$ cat src/rtl/core/pcx_ram.sv
// Generic single-write, single-read RAM with registered read data.
module pcx_ram #(
    parameter int WIDTH = 8,
    parameter int DEPTH = 256
) (
    input  logic                     clk,
    input  logic                     wr_en,
    input  logic [$clog2(DEPTH)-1:0] wr_addr,
    input  logic [WIDTH-1:0]         wr_data,
    input  logic [$clog2(DEPTH)-1:0] rd_addr,
    output logic [WIDTH-1:0]         rd_data
);
    logic [WIDTH-1:0] mem [DEPTH];

    always_ff @(posedge clk)
    begin
        if (wr_en)
        begin
            mem[wr_addr] <= wr_data;
        end
        rd_data <= mem[rd_addr];
    end
endmodule

$ cat config.mk
export PLATFORM = sky130hd
export DESIGN_NAME = pcx_ram
export DESIGN_NICKNAME = d
export VERILOG_FILES = /design/src/rtl/core/pcx_ram.sv
export SDC_FILE = /design/constraint.sdc
export NUM_CORES = 2
export LEC_CHECK = 0
export ABC_AREA = 1
export BUFFER_PORTS_ARGS = -buffer_cell sky130_fd_sc_hd__buf_2
export CORE_MARGIN = 2
export CORE_UTILIZATION = 41
export DETAILED_ROUTE_END_ITERATION = 6
export PLACE_DENSITY = 0.6
export SLEW_MARGIN = 20
export SYNTH_ARGS = -nofsm -noshare
export SYNTH_HDL_FRONTEND = slang
export SYNTH_SLANG_ARGS = --single-unit
$ cat constraint.sdc
create_clock -name clk -period 2.1 [get_ports clk]
set_clock_uncertainty 0.15 [all_clocks]
set_input_delay 0.21 -clock clk [delete_from_list [all_inputs] [get_ports clk]]
set_output_delay 0.21 -clock clk [all_outputs]
set_load 0.1 [all_outputs]
==> results.sh <==
export IMPL_comb_power_share_pct=7.1
export IMPL_mostFrequentLayoutCell="nand2_1"
export IMPL_hold_path_startpoint="wr_addr[0]"
export IMPL_maximum_number_of_pins_on_one_net_before_global_route_repair=69
export IMPL_synth_warnings=0
export IMPL_timing_max_slew_rel_slack_pct=33.7
export IMPL_sw_frac_of_total_pct=22.9
export IMPL_clkLatencyLatePin_ns=0.85
export IMPL_timing_critical_path_cells="nand2_1, nand3_1, nand3_1, nand3_1, nand3_1, nand3_1, nand3_1, nand2_1, nand2_1, nand2_1"
export IMPL_finalCoreUtilization_pct=48.8
export IMPL_shortest_period_the_worst_path_allows_ns=2.09
export IMPL_net_switching_power_mw=20.0
export IMPL_global_route_wire_length_before_repair_mm=357
export IMPL_floorplan_initialDensity_pct=41.3
export IMPL_ant_nets=0
export IMPL_drive_gt1_share_pct=13.9
export IMPL_fp_coreArea_um2=202000
export IMPL_result_of_the_run="finished, final reports clean"
export IMPL_netlist_cell_type_count=14
export IMPL_avgRoutedWirePerCell_um=23.2
export IMPL_drc=0
export IMPL_cpPeakStageDelay_ns=0.39
export IMPL_syn_cell_area_um2=83400
export IMPL_die_height_um=455
export IMPL_clk_buf_depth=3
export IMPL_grt_setup_unrepaired="no"
export IMPL_placement_rows=165
export IMPL_timing_setup_critical_path_class="register to register"
export IMPL_timing_reg2reg_setup_slack_ns=0.01
export IMPL_die_width_um=455
export IMPL_postCtsSetupBuffers=0
export IMPL_worstPathMaxFanout=1
export IMPL_timing_max_cap_violations=0
export IMPL_numCtsBuffers=204
export IMPL_fin_nets=7531
export IMPL_netlist_instances=7003
export IMPL_grt_antenna_before_repair=10
export IMPL_report_final_hold_viol_count=0
export IMPL_setup_violations_final=0
export IMPL_power_per_cell_area_nw_per_um2=885
export IMPL_timing_worst_slew_pin_value_ns=0.993
export IMPL_hold_path_depth=6
export IMPL_clkSinkCount=2056
export IMPL_final_fill_count=17500
export IMPL_track_usage_pct=23.1
export IMPL_leakagePower_nw=35.4
export IMPL_detailedPlacementHpwl_mm=153
export IMPL_clkSlewWorstSetupHoldPaths_ns=0.06
export IMPL_critPathLaunchType="register"
export IMPL_cp_slowest_cell="nand3_1"
export IMPL_detail_route_wirelength_mm=241
export IMPL_fin_crit_sh_pct=99.4
export IMPL_clock_tree_root_cell="clkbuf_16"
export IMPL_finalWeightedCongestion=0.892
export IMPL_post_detailed_route_via_to_cell_ratio=5.46
export IMPL_tritoncts="built"
export IMPL_htree_num_levels=4
export IMPL_r2r_start="mem[231][5]"
export IMPL_synth_seq_cells=2056
export IMPL_placement_io_buffers=33
export IMPL_drt_iter0_drc=6039
export IMPL_ir_drop_mv=0.723
export IMPL_pwr_share_clk_pct=41.1
export IMPL_first_global_vias=54700
export IMPL_critPathArrivalTime_ns=2.65
export IMPL_mostFrequentLayoutCells="nand2_1 (2121), edfxtp_1 (2048), nand3_1 (2012)"
export IMPL_end_kind="register"
export IMPL_worst_hold_path_type="primary input to register"
export IMPL_seq_power_share_pct=51.9
export IMPL_holdWs_ns=0.0534
export IMPL_critical_path_most_common_cell="nand3_1"
export IMPL_hold_end="mem[148][3]"
export IMPL_dieArea_um2=207000
export IMPL_internal_mw=67.3
export IMPL_ff2ff_path_depth=10
export IMPL_synth_sequential_area_ratio_pct=73.9
export IMPL_cp_required_ns=2.67
export IMPL_final_max_slew_violation_count=0
export IMPL_worstSetupStartpoint="mem[231][5]"
export IMPL_grt_overflow_total=0
export IMPL_drt_first_pass_iters=6
export IMPL_floorplan_io_pins=34
export IMPL_synthesis_nets=7029
export IMPL_post_synthesis_average_cell_area_um2=11.9
export IMPL_peak_freq_mhz=479
export IMPL_vias=56500
export IMPL_r2r_end="rd_data[5]"
export IMPL_area_growth_syn_to_layout_pct=18.3
stage by stage:
stage          total power [mW]  instance area (um2)  instances  setup WS, ns  setup TNS, ns
2_1_floorplan              49.1                83400       7003         0.249              0
3_3_place_gp               52.2                92000       9960        -0.717          -4.26
3_5_place_dp               52.3                92000       9960        -0.708          -4.16
4_1_cts                    87.8                98600      10400       0.00193              0
5_1_grt                    89.7                98700      10400        0.0263              0
6_report                   87.3                98700      10400        0.0129              0
per-layer routing:
layer,up-vias,track usage [%],routed length (um)
li1,25900,-,-
met1,27700,31.5,97500
met2,2438,37.2,114000
met3,483,3.51,18700
met4,10,9.43,10000
met5,-,0,60
worst max-delay path, delay by kind of cell, from the launching register on:
kind / cells / cell delay [ns]
flops: 1 / 0.38
simple gates: 10 / 1.45
kinds of logic (layout without fill, tap and decap cells):
| logic type | Yosys count | in the layout | share of synthesized area (%) |
|---|---|---|---|
| AND/OR/NAND/NOR | 4425 | 4425 | 22.9 |
| flip-flops | 2056 | 2056 | 73.9 |
| buffers and inverters | 522 | 1198 | 3.12 |
| other | 0 | 3 | 0 |
power by group through the flow:
stage                     combinational (mW)  sequential, mW  clock [mW]
after global placement                  6.08            46.1           0
after detailed placement                6.13            46.1           0
final                                   6.19            45.3        35.8
after CTS                               6.18            45.3        36.3
after floorplan                         2.79            46.3           0
after global routing                    6.64            45.2        37.9
state kept, by name, summed over array words and instances (netlist names):
signal,cells
mem,2048
rd_data,8
worst max path at each step:
stage | to | slack (ns) | cells after the start
after global placement | rd_data[2] | -0.72 | 15
after global routing | rd_data[5] | 0.03 | 10
after CTS | rd_data[4] | 0.002 | 1
after detailed placement | rd_data[2] | -0.71 | 15
after floorplan | mem[162][0] | 0.25 | 4
final | rd_data[5] | 0.01 | 10
area by class of cell:
cell class / instances / area, um2 / area share (%)
antenna: 3 / 7.51 / 0.00761
clock buffer: 246 / 5370 / 5.44
clock inverter: 134 / 1140 / 1.16
inverter: 39 / 180 / 0.183
multi-input combinational: 4425 / 19200 / 19.4
sequential: 2056 / 61700 / 62.5
tap: 2672 / 3340 / 3.39
timing repair buffer: 779 / 7780 / 7.89
cell usage after synthesis, drive strengths merged:
| library cell | number | area, um2 |
|---|---|---|
| nand2 | 2123 | 7970 |
| edfxtp | 2048 | 61500 |
| nand3 | 2019 | 10100 |
| buf | 371 | 2030 |
| nor2 | 283 | 1060 |
| clkbuf | 112 | 420 |
| inv | 39 | 149 |
| dfxtp | 8 | 160 |
timing repair:
item / 4_1_cts / 5_1_grt
endpoints found under the setup margin: 5 / 6
hold buffers: 11 / 0
hold endpoints to repair: 2035 / 0
resized for setup: 5 / 6
(Power assumes the default switching activity.)
