==> config.mk <==
export PLATFORM = sky130hd
export DESIGN_NAME = pcx_step
export DESIGN_NICKNAME = d
export VERILOG_FILES = /design/src/rtl/core/pcx_pkg.sv /design/src/rtl/core/pcx_step.sv
export SDC_FILE = /design/constraint.sdc
export NUM_CORES = 1
export LEC_CHECK = 0
export BUFFER_PORTS_ARGS = -buffer_cell sky130_fd_sc_hd__buf_2
export CAP_MARGIN = 20
export CORE_MARGIN = 2
export CORE_UTILIZATION = 59
export DETAILED_ROUTE_END_ITERATION = 7
export MAX_ROUTING_LAYER = met4
export PLACE_DENSITY = 0.91
export SLEW_MARGIN = 25
export SYNTH_ARGS = -nofsm -noshare
export SYNTH_HDL_FRONTEND = slang
export SYNTH_SLANG_ARGS = --single-unit
==> constraint.sdc <==
create_clock -name vclk -period 23
set_clock_uncertainty 0.05 [all_clocks]
set_input_delay 3.45 -clock vclk [all_inputs]
set_output_delay 3.45 -clock vclk [all_outputs]
set_load 0.02 [all_outputs]
==> src/rtl/core/pcx_pkg.sv <==
// Package: shared types, codes and constants of the PCX run-length pixel decoder.
package pcx_pkg;

    localparam int MaxWidthDefault = 4096;
    localparam int PaletteEntriesDefault = 256;

    localparam logic [1:0] FMT_MONO   = 2'd0;
    localparam logic [1:0] FMT_NIBBLE = 2'd1;
    localparam logic [1:0] FMT_PAL8   = 2'd2;
    localparam logic [1:0] FMT_RGB24  = 2'd3;

    localparam logic [1:0] REG_FORMAT = 2'd0;
    localparam logic [1:0] REG_WIDTH  = 2'd1;
    localparam logic [1:0] REG_HEIGHT = 2'd2;
    localparam logic [1:0] REG_LBYTES = 2'd3;

    localparam logic [1:0] STATUS_OK        = 2'd0;
    localparam logic [1:0] STATUS_RUN_CUT   = 2'd1;
    localparam logic [1:0] STATUS_EARLY_END = 2'd2;

    localparam logic [1:0] RUN_MARK = 2'b11;

    typedef struct packed {
        logic        mode;
        logic [7:0]  data_value;
        logic [7:0]  pal_index;
        logic [23:0] pal_rgb;
        logic        last_byte;
    } pcx_in_t;

    typedef struct packed {
        logic [11:0] pixel_x;
        logic [15:0] pixel_y;
        logic [3:0]  pixel_count;
        logic [23:0] first_rgb;
        logic [23:0] second_rgb;
        logic [7:0]  mono_bits;
        logic [1:0]  status;
        logic        run_last;
    } pcx_out_t;

    // Position of the decoder inside the image.
    typedef struct packed {
        logic [13:0] column;
        logic [1:0]  plane;
        logic [15:0] pad_left;
        logic [15:0] row;
        logic        image_done;
    } pcx_pos_t;

    // Configuration seen by the step unit.
    typedef struct packed {
        logic [1:0]  pixel_format;
        logic [12:0] image_width;
        logic [15:0] image_height;
        logic [15:0] line_bytes;
    } pcx_cfg_t;

    // Outcome of one decoded byte.
    typedef struct packed {
        pcx_pos_t   pos;
        logic       emit;
        logic [3:0] count;
        logic [7:0] mono_bits;
        logic       red_we;
        logic       green_we;
    } pcx_step_t;

    typedef enum logic [2:0] {
        ST_IDLE,
        ST_RD_A,
        ST_RD_B,
        ST_STEP,
        ST_FINISH
    } pcx_state_t;

endpackage

==> src/rtl/core/pcx_step.sv <==
// Step unit: advances the image position by one decoded byte.
module pcx_step (
    input  pcx_pkg::pcx_cfg_t  cfg,
    input  pcx_pkg::pcx_pos_t  pos,
    input  logic [7:0]         value,
    output pcx_pkg::pcx_step_t res
);
    import pcx_pkg::*;

    logic [13:0] w;
    logic [16:0] h;
    logic [13:0] rem;
    logic [3:0]  cnt;
    logic [13:0] col_n;
    logic [13:0] db;
    logic        final_plane;
    logic [16:0] row_p1;

    always_comb
    begin
        w      = (cfg.image_width == 13'd0) ? 14'd1 : {1'b0, cfg.image_width};
        h      = (cfg.image_height == 16'd0) ? 17'd1 : {1'b0, cfg.image_height};
        rem    = (w > pos.column) ? (w - pos.column) : 14'd0;
        row_p1 = {1'b0, pos.row} + 17'd1;
        final_plane = (cfg.pixel_format != FMT_RGB24) || (pos.plane >= 2'd2);
        unique case (cfg.pixel_format)
            FMT_MONO:   db = 14'((w + 14'd7) >> 3);
            FMT_NIBBLE: db = 14'((w + 14'd1) >> 1);
            default:    db = w;
        endcase
        if (rem == 14'd0)
        begin
            cnt = 4'd0;
        end
        else
        begin
            unique case (cfg.pixel_format)
                FMT_MONO:   cnt = (rem < 14'd8) ? rem[3:0] : 4'd8;
                FMT_NIBBLE: cnt = (rem < 14'd2) ? rem[3:0] : 4'd2;
                default:    cnt = 4'd1;
            endcase
        end
        col_n = pos.column + 14'(cnt);

        res           = '0;
        res.pos       = pos;
        res.count     = cnt;
        res.mono_bits = (cfg.pixel_format == FMT_MONO) ? (value & ~(8'hff >> cnt)) : 8'd0;

        if (!pos.image_done)
        begin
            if (pos.pad_left != 16'd0)
            begin
                // skip padding; the last pad byte closes the plane
                res.pos.pad_left = pos.pad_left - 16'd1;
                if (pos.pad_left == 16'd1)
                begin
                    res.pos.column = 14'd0;
                    if (cfg.pixel_format == FMT_RGB24 && pos.plane < 2'd2)
                    begin
                        res.pos.plane = pos.plane + 2'd1;
                    end
                    else
                    begin
                        res.pos.plane = 2'd0;
                        res.pos.row   = pos.row + 16'd1;
                    end
                end
            end
            else
            begin
                if (rem != 14'd0)
                begin
                    if (cfg.pixel_format == FMT_RGB24 && pos.plane == 2'd0)
                    begin
                        res.red_we = 1'b1;
                    end
                    else if (cfg.pixel_format == FMT_RGB24 && pos.plane == 2'd1)
                    begin
                        res.green_we = 1'b1;
                    end
                    else
                    begin
                        res.emit = 1'b1;
                    end
                end
                res.pos.column = col_n;
                if (col_n >= w)
                begin
                    if (final_plane && row_p1 >= h)
                    begin
                        res.pos.image_done = 1'b1;
                    end
                    else if ({1'b0, cfg.line_bytes} > {3'd0, db})
                    begin
                        res.pos.pad_left = 16'({1'b0, cfg.line_bytes} - {3'd0, db});
                    end
                    else
                    begin
                        res.pos.column = 14'd0;
                        if (cfg.pixel_format == FMT_RGB24 && pos.plane < 2'd2)
                        begin
                            res.pos.plane = pos.plane + 2'd1;
                        end
                        else
                        begin
                            res.pos.plane = 2'd0;
                            res.pos.row   = pos.row + 16'd1;
                        end
                    end
                end
            end
        end
    end
endmodule
==> results.cfg, run 1 <==
[run_status]
outcome = finished, final reports clean

[power_and_ir_drop]
p_total_uw = 130
power.ir.vdd_worst_mv = 0.0102
power.density_nw_per_um2 = 21.4
power_leakage_uw = 0.00284

[routing]
avgRoutedWirePerCell_um = 15.7
count_of_antenna_violating_nets_left_after_detailed_routing = 0
via_density_per_instance = 6.29
dr_total_vias = 6645
drcViolationCount = 0
routed_wl_um = 16600
first_pass_iters = 5
initialDrtViolationCount = 398

[worst_setup_path]
critical_path.most_common_cell = ha_1
crit_fanout = 20
cp-endpoint = res[17]
worst-path-buf-inv = 3
worst-endpoint-arrival_ns = 12.13
timing_worst_setup_path_type = in -> out
data_required_time_at_the_worst_endpoint_ns = 19.50
worstSetupPathDepth = 31
critPathLaunchType = input pin
worst_setup_path_end_kind = output port
critPathMaxStageDelay_ns = 0.92
worst_setup_path_start = cfg[41]
crit_family = compound AO/OA/AOI/OAI gates
crit_slowest_cell = nand4_1

[grt]
grt.total_usage_pct = 33.4
grt_remaining_overflow = 0
grt_pass1_vias = 5939
maximum_number_of_pins_on_one_net_before_global_route_repair = 41
grt_antenna_before_repair = 0
grt_first_pass_wirelength_um = 27100

[die]
placement_rows = 34
fp.dieArea_um2 = 9750
die_w_um = 98.7
fp.dieH_um = 98.7
initial_util_pct = 60.7
io-pin-count = 168
core_area_um2 = 8720

[timing]
timing_max_transition_violations_final = 0
final_total_negative_setup_slack_ns = 0
maxSlewHeadroom_pct = 36.9
worst_slew_pin_slew_ns = 0.939
max_freq_mhz = 64.0
final_min_period_over_clock_period_pct = 68.0
timing.hold.ws_ns = 7.17
setup_repair_after_global_routing_missed_its_margin = false
report.final.hold_viol_count = 0
setup_viol = 0
post-route-min-period_ns = 15.63

[logic_synthesis]
syn_area_per_cell_um2 = 6.41
synth_xor_area_share_pct = 10.4
synth_sequential_area_ratio_pct = 0
syn-cell-area_um2 = 5290
netlist-cell-type-count = 78
synth.mux.area_fraction_pct = 1.37
synth.net_count = 999
synth-compound-area-share_pct = 32.4
post_synth_and_or_nand_nor_area_fraction_pct = 30.7
synthesis_warning_total = 0
combinational_family_with_the_most_area_after_synthesis = compound AO/OA/AOI/OAI gates
post_synth_inst_count = 826
post_synth_fa_ha_maj_area_fraction_pct = 16.7

[placed_design]
place.port_buffers = 168
placedInstanceArea_um2 = 6070
gp_routability_congestion = 1.05
dp_hpwl_um = 13800

[cells_and_area]
drive_above_1_share_pct = 20.0
n_sequential_cell = 0
num_antenna_cells = 0
layout.cells.most_common = buf_2
clock_buffers = 0
area_delta_synth_final_pct = 14.7
finalNetCount = 1124
seqCellArea_um2 = 0
layout.cells.most_common_list = buf_2 (168), nand2_1 (90), a21oi_1 (66), ha_1 (66), inv_1 (64)
design_area_um2 = 6070

[clock_network]
post_cts_resize_count = 0
cts.hold.buffers_added = 0
cts_setup_buffers = 0

[min_path]
min_path_cells = 4
hold_class = in -> out

[run]
maxCapViolations = 0
-- worst min path at each step --
stage	start	end	slack, ns
6_report	value[4]	res[6]	7.17
3_5_place_dp	value[4]	res[6]	7.17
3_3_place_gp	value[4]	res[6]	7.16
5_1_grt	value[4]	res[6]	7.18
4_1_cts	value[4]	res[6]	7.17
2_1_floorplan	value[4]	res[6]	6.97
-- metal layers --
layer	vias up	GRT usage, %	part of all wire, %
li1	3299	-	-
met1	2978	43.3	42
met2	334	56.4	47
met3	34	2.98	8.5
met4	0	7.90	2.2
met5	-	-	0
-- Yosys cell counts, types with 11 or more instances --
cell type / n / area share (%)
nand2_1: 90 / 6.4
nor2_1: 61 / 4.3
nand3_1: 33 / 3.1
xnor2_1: 42 / 6.9
o21a_1: 12 / 1.7
nand2b_1: 11 / 1.3
nand4_1: 15 / 1.8
and3_1: 12 / 1.4
nor2b_1: 13 / 1.5
ha_1: 66 / 16
nor3_1: 28 / 2.6
nor4_1: 17 / 2.0
a211oi_1: 16 / 2.3
or3_1: 15 / 1.8
o211ai_1: 16 / 2.3
clkbuf_1: 32 / 2.3
xor2_1: 21 / 3.5
o21ai_0: 45 / 4.3
inv_1: 64 / 4.5
a21oi_1: 66 / 6.2
-- through the flow --
stage               worst slack, ns  instances  utilization, %
floorplan                      9.00        826               -
global placement               7.83       1057            69.7
detailed placement             7.54       1057            69.7
CTS                            7.53       1057            69.7
global route                   6.58       1057            69.7
finish                         7.37       1057            69.7
-- report_power, final --
part	switching [uW]	leakage, uW	internal, uW
Combinational	79.3	0.00284	50.7
Clock	0	0	0
Sequential	0	0	0
Total	79.3	0.00284	50.7
-- kinds of logic (layout without fill, tap and decap cells) --
kind of cell               Yosys count  in the layout
muxes                                7              7
buffers and inverters              110            233
AOI/OAI and AO/OA                  254            254
and+or+nand+nor                    323            323
xor gates and xnor gates            63             63
adders and majority gates           69             69
-- layout make-up --
type,count,area [um2]
fill,786,2650
inverter,64,240
multi-input combinational,716,4850
timing repair buffer,169,848
tap,108,135
(Power assumes the default switching activity.)
==> inputs of run 2 (changes only) <==
- ABC_AREA: unset -> 1
- CORE_UTILIZATION: 59 -> 57
- PLACE_DENSITY: 0.91 -> 0.85
- clock period: 23 -> 16.1 ns (I/O delays scaled with it)
==> run 2 against run 1 <==
Non-clock buffer count rose by 6; first-iteration DRC count is 110% higher; worst hold slack lost 2.1 ns; final cell count up 45%; sequential cell count did not move; core utilization fell by 4.3 points; combinational power up 99%; critical endpoint is now res[20]; largest cell class unchanged; highest routed layer unchanged.
==> results.cfg, run 2 <==
[routing]
avgRoutedWirePerCell_um = 15.0
dr_total_vias = 8759
drcViolationCount = 0
first_pass_iters = 5
count_of_antenna_violating_nets_left_after_detailed_routing = 0
initialDrtViolationCount = 831
via_density_per_instance = 5.72
routed_wl_um = 23000

[grt]
grt.total_usage_pct = 36.0
met2_usage_pct = 59.4
grt_busiest_layer = met2
globalRouteMet1Util_pct = 46.9
grt_remaining_overflow = 0
grt_first_pass_wirelength_um = 37200
grt_antenna_before_repair = 0
maximum_number_of_pins_on_one_net_before_global_route_repair = 59
grt_pass1_vias = 7723
gr-usage-met3_pct = 2.86

[worst_setup_path]
crit_slowest_cell = nand3_2
critPathLaunchType = input pin
crit_fanout = 31
critPathMaxStageDelay_ns = 0.57
data_required_time_at_the_worst_endpoint_ns = 13.64
worst-endpoint-arrival_ns = 9.45
timing_worst_setup_path_type = in -> out
critical_path.most_common_cell = nand2_1
worst_setup_path_end_kind = output port

[die]
die_w_um = 112
fp.dieArea_um2 = 12600
core_area_um2 = 11400
fp.dieH_um = 112
initial_util_pct = 58.3
placement_rows = 39
io-pin-count = 168

[cells_and_area]
layout.cells.most_common = nand2_1
n_sequential_cell = 0
seqCellArea_um2 = 0
design_area_um2 = 7470
area_delta_synth_final_pct = 12.1
finalNetCount = 1563
clock_buffers = 0
drive_above_1_share_pct = 17.1
num_antenna_cells = 0
layout.cells.most_common_list = nand2_1 (359), inv_1 (175), buf_2 (168)

[placed_design]
dp_hpwl_um = 19000
placedInstanceArea_um2 = 7470
pre_cts_ws_ns = 4.32
place.port_buffers = 168
gp_routability_congestion = 1.02

[timing]
setup_repair_after_global_routing_missed_its_margin = false
timing_max_transition_violations_final = 0
final_min_period_over_clock_period_pct = 74.0
timing.hold.ws_ns = 5.09
worst_slew_pin_slew_ns = 0.779
report.final.hold_viol_count = 0
finalWorstSetupSlack_ns = 4.19
post-route-min-period_ns = 11.91
max_freq_mhz = 84.0
maxSlewHeadroom_pct = 48.0
setup_viol = 0
final_total_negative_setup_slack_ns = 0

[logic_synthesis]
synth.net_count = 1444
synth_top_area_cell = nand2_1
synthDominantCellAreaShare_pct = 20.2
post_synth_inst_count = 1271
synth_most_common_cell = nand2_1
syn-cell-area_um2 = 6660
netlist-cell-type-count = 54
synthesis_warning_total = 0
synth_top_cells_by_area = nand2_1 (20%), ha_1 (12%), inv_1 (9.9%), nand3_1 (8.1%), nor2_1 (6.6%)
synth_commonest_cells = nand2_1 (359), inv_1 (175), nor2_1 (117)
syn_area_per_cell_um2 = 5.24
synth_sequential_area_ratio_pct = 0

[power_and_ir_drop]
power.ir.vdd_worst_mv = 0.0201
power_leakage_uw = 0.00415
p_total_uw = 259
power.density_nw_per_um2 = 34.7

[clock_network]
cts_setup_buffers = 0
post_cts_resize_count = 0
cts.hold.buffers_added = 0

[min_path]
hold_class = in -> out

[run]
maxCapViolations = 0

[run_status]
outcome = finished, final reports clean
==> run 2: kinds of logic (layout without fill, tap and decap cells) <==
group	Yosys count	after routing	share of synthesized area, %
adders and majority gates	69	69	13.3
xor gates and xnor gates	45	45	5.92
buffers and inverters	246	363	14.6
and+or+nand+nor	689	689	46.2
AOI/OAI and AO/OA	222	222	20.0
==> run 2: stage by stage <==
step / utilization (%) / instances
final: 65.4 / 1531
after global routing: 65.4 / 1531
after CTS: 65.4 / 1531
after detailed placement: 65.4 / 1531
after global placement: 65.4 / 1531
after floorplan: - / 1271
==> run 2: final cells by class <==
cell class                 count  area (um2)
tap                          143         179
inverter                     188         706
fill                        1182        3950
timing repair buffer         175         893
multi-input combinational   1025        5690
==> run 2: final timing paths <==
| path | slack [ns] | cells after the start | endpoint | startpoint |
|---|---|---|---|---|
| min | 5.09 | 4 | res[6] | value[4] |
| max | 4.19 | 45 | res[20] | cfg[43] |
==> run 2: metal layers <==
metal,vias to the layer above,share of wire (%)
met1,3852,43
met3,52,8.3
met5,-,0
met2,434,46
li1,4421,-
met4,0,3.3
==> run 2: power breakdown <==
group / total [uW] / switching, uW / internal, uW
logic: 259 / 170 / 88.7
clock network: 0 / 0 / 0
registers: 0 / 0 / 0
==> run 2: critical path: cells and delay by family <==
| kind | cells | cell delay (ns) |
|---|---|---|
| XOR/XNOR | 1 | 0.29 |
| AO/OA/AOI/OAI | 2 | 0.42 |
| AND/OR/NAND/NOR | 30 | 3.88 |
| adder cells (fa/ha/maj) | 5 | 1.25 |
| buffers and inverters | 7 | 1.21 |
==> inputs of run 3 (changes only) <==
- ABC_AREA: 1 -> 0
- CORE_UTILIZATION: 57 -> 55
- clock period: 16.1 -> 11.95 ns (I/O delays scaled with it)
==> run 3 against run 2 <==
Final area decreased by 18%; wire length decreased by 26%; core utilization increased by 0.46 points; combinational power decreased by 3%; clock-buffer cell count unchanged; power decreased by 2.6%; sequential cell count unchanged; first-iteration DRC count decreased by 49%; worst hold slack got worse by 1.2 ns; non-clock buffer count decreased by 5; die area decreased by 17%; via count decreased by 24%.
==> results.cfg, run 3 (synthesis results as in run 1) <==
[timing]
post-route-min-period_ns = 11.22
report.final.hold_viol_count = 0
worst_slew_pin_slew_ns = 0.905
max_freq_mhz = 89.1
final_total_negative_setup_slack_ns = 0
timing_max_transition_violations_final = 0
maxSlewHeadroom_pct = 39.4
final_min_period_over_clock_period_pct = 93.9
setup_viol = 0
setup_repair_after_global_routing_missed_its_margin = false

[worst_setup_path]
critical_path.most_common_cell = ha_1
crit_fanout = 20
worst-endpoint-arrival_ns = 9.38
critPathMaxStageDelay_ns = 0.73
crit_slowest_cell = o211ai_1
critPathLaunchType = input pin
data_required_time_at_the_worst_endpoint_ns = 10.11
timing_worst_setup_path_type = in -> out
cp-endpoint = res[19]
worst_setup_path_start = cfg[37]
worst_setup_path_end_kind = output port

[cells_and_area]
layout.cells.most_common = buf_2
drive_above_1_share_pct = 20.1
area_delta_synth_final_pct = 15.5
n_sequential_cell = 0
postLayoutCoreUtil_pct = 65.8
finalNetCount = 1125
clock_buffers = 0
num_antenna_cells = 0
seqCellArea_um2 = 0
layout.cells.most_common_list = buf_2 (168), nand2_1 (90), a21oi_1 (66), ha_1 (66), inv_1 (64)

[placed_design]
gp_routability_congestion = 0.990
dp_hpwl_um = 14300
place.port_buffers = 168

[power_and_ir_drop]
clkPwrFrac_pct = 0
power.density_nw_per_um2 = 41.2
cellInternalPower_uw = 98.0
seq_power_share_pct = 0
comb_power_share_pct = 100.0
swShare_pct = 61.1
power_leakage_uw = 0.00285
power.ir.vdd_worst_mv = 0.0213
power.net_switching_uw = 154

[routing]
first_pass_iters = 5
count_of_antenna_violating_nets_left_after_detailed_routing = 0
initialDrtViolationCount = 422
drcViolationCount = 0
via_density_per_instance = 6.15
routed_wl_um = 17100
dr_total_vias = 6640
avgRoutedWirePerCell_um = 15.9

[grt]
grt_remaining_overflow = 0
maximum_number_of_pins_on_one_net_before_global_route_repair = 41
grt.total_usage_pct = 31.9
grt_antenna_before_repair = 0
grt_pass1_vias = 5719
grt_first_pass_wirelength_um = 26900

[clock_network]
cts.hold.buffers_added = 0
post_cts_resize_count = 0
cts_setup_buffers = 0

[die]
fp.dieArea_um2 = 10400
placement_rows = 35
die_w_um = 102
initial_util_pct = 57.0
io-pin-count = 168
fp.dieH_um = 102
core_area_um2 = 9280

[run_status]
outcome = finished, final reports clean

[run]
maxCapViolations = 0

[min_path]
hold_class = in -> out
## run 3: worst max-delay path: cells and delay by family
family | cells | cell delay, ns
AND/OR/NAND/NOR | 9 | 1.21
adder cells (fa/ha/maj) | 4 | 1.13
AO/OA/AOI/OAI | 13 | 4.00
XOR/XNOR | 2 | 0.32
buffers and inverters | 5 | 0.90
## run 3: final cells by class
type                       instances  area [um2]
fill                             894        3170
multi-input combinational        716        4860
inverter                          64         240
timing repair buffer             170         856
tap                              129         161
## run 3: worst min-delay path by stage
stage	from	end	slack [ns]	cells past startpoint
2_1_floorplan	value[4]	res[6]	3.66	2
3_3_place_gp	value[4]	res[6]	3.85	4
3_5_place_dp	value[4]	res[6]	3.85	4
4_1_cts	value[4]	res[6]	3.85	4
5_1_grt	value[4]	res[6]	3.87	4
6_report	value[4]	res[6]	3.85	4
## run 3: per-layer routing
| metal | up-vias | GRT usage (%) | routed length (um) |
|---|---|---|---|
| li1 | 3292 | - | - |
| met1 | 2967 | 43.0 | 7280 |
| met2 | 338 | 51.8 | 7770 |
| met3 | 43 | 1.44 | 1550 |
| met4 | 0 | 9.85 | 516 |
| met5 | - | - | 0 |
## run 3: power groups by stage
stage	clock [uW]	combinational (uW)	sequential (uW)
floorplan	0	172	0
global placement	0	245	0
detailed placement	0	247	0
CTS	0	248	0
global route	0	279	0
finish	0	252	0
## run 3: stage by stage
| stage | hold WS [ns] | instances | total power, uW | cell area, um2 | setup slack (ns) |
|---|---|---|---|---|---|
| 3_3_place_gp | 3.85 | 1079 | 245 | 6110 | 1.16 |
| 2_1_floorplan | 3.66 | 826 | 172 | 5290 | 1.26 |
| 4_1_cts | 3.85 | 1079 | 248 | 6110 | 0.866 |
| 6_report | 3.85 | 1079 | 252 | 6110 | 0.727 |
| 5_1_grt | 3.87 | 1079 | 279 | 6110 | 0.166 |
| 3_5_place_dp | 3.85 | 1079 | 247 | 6110 | 0.903 |
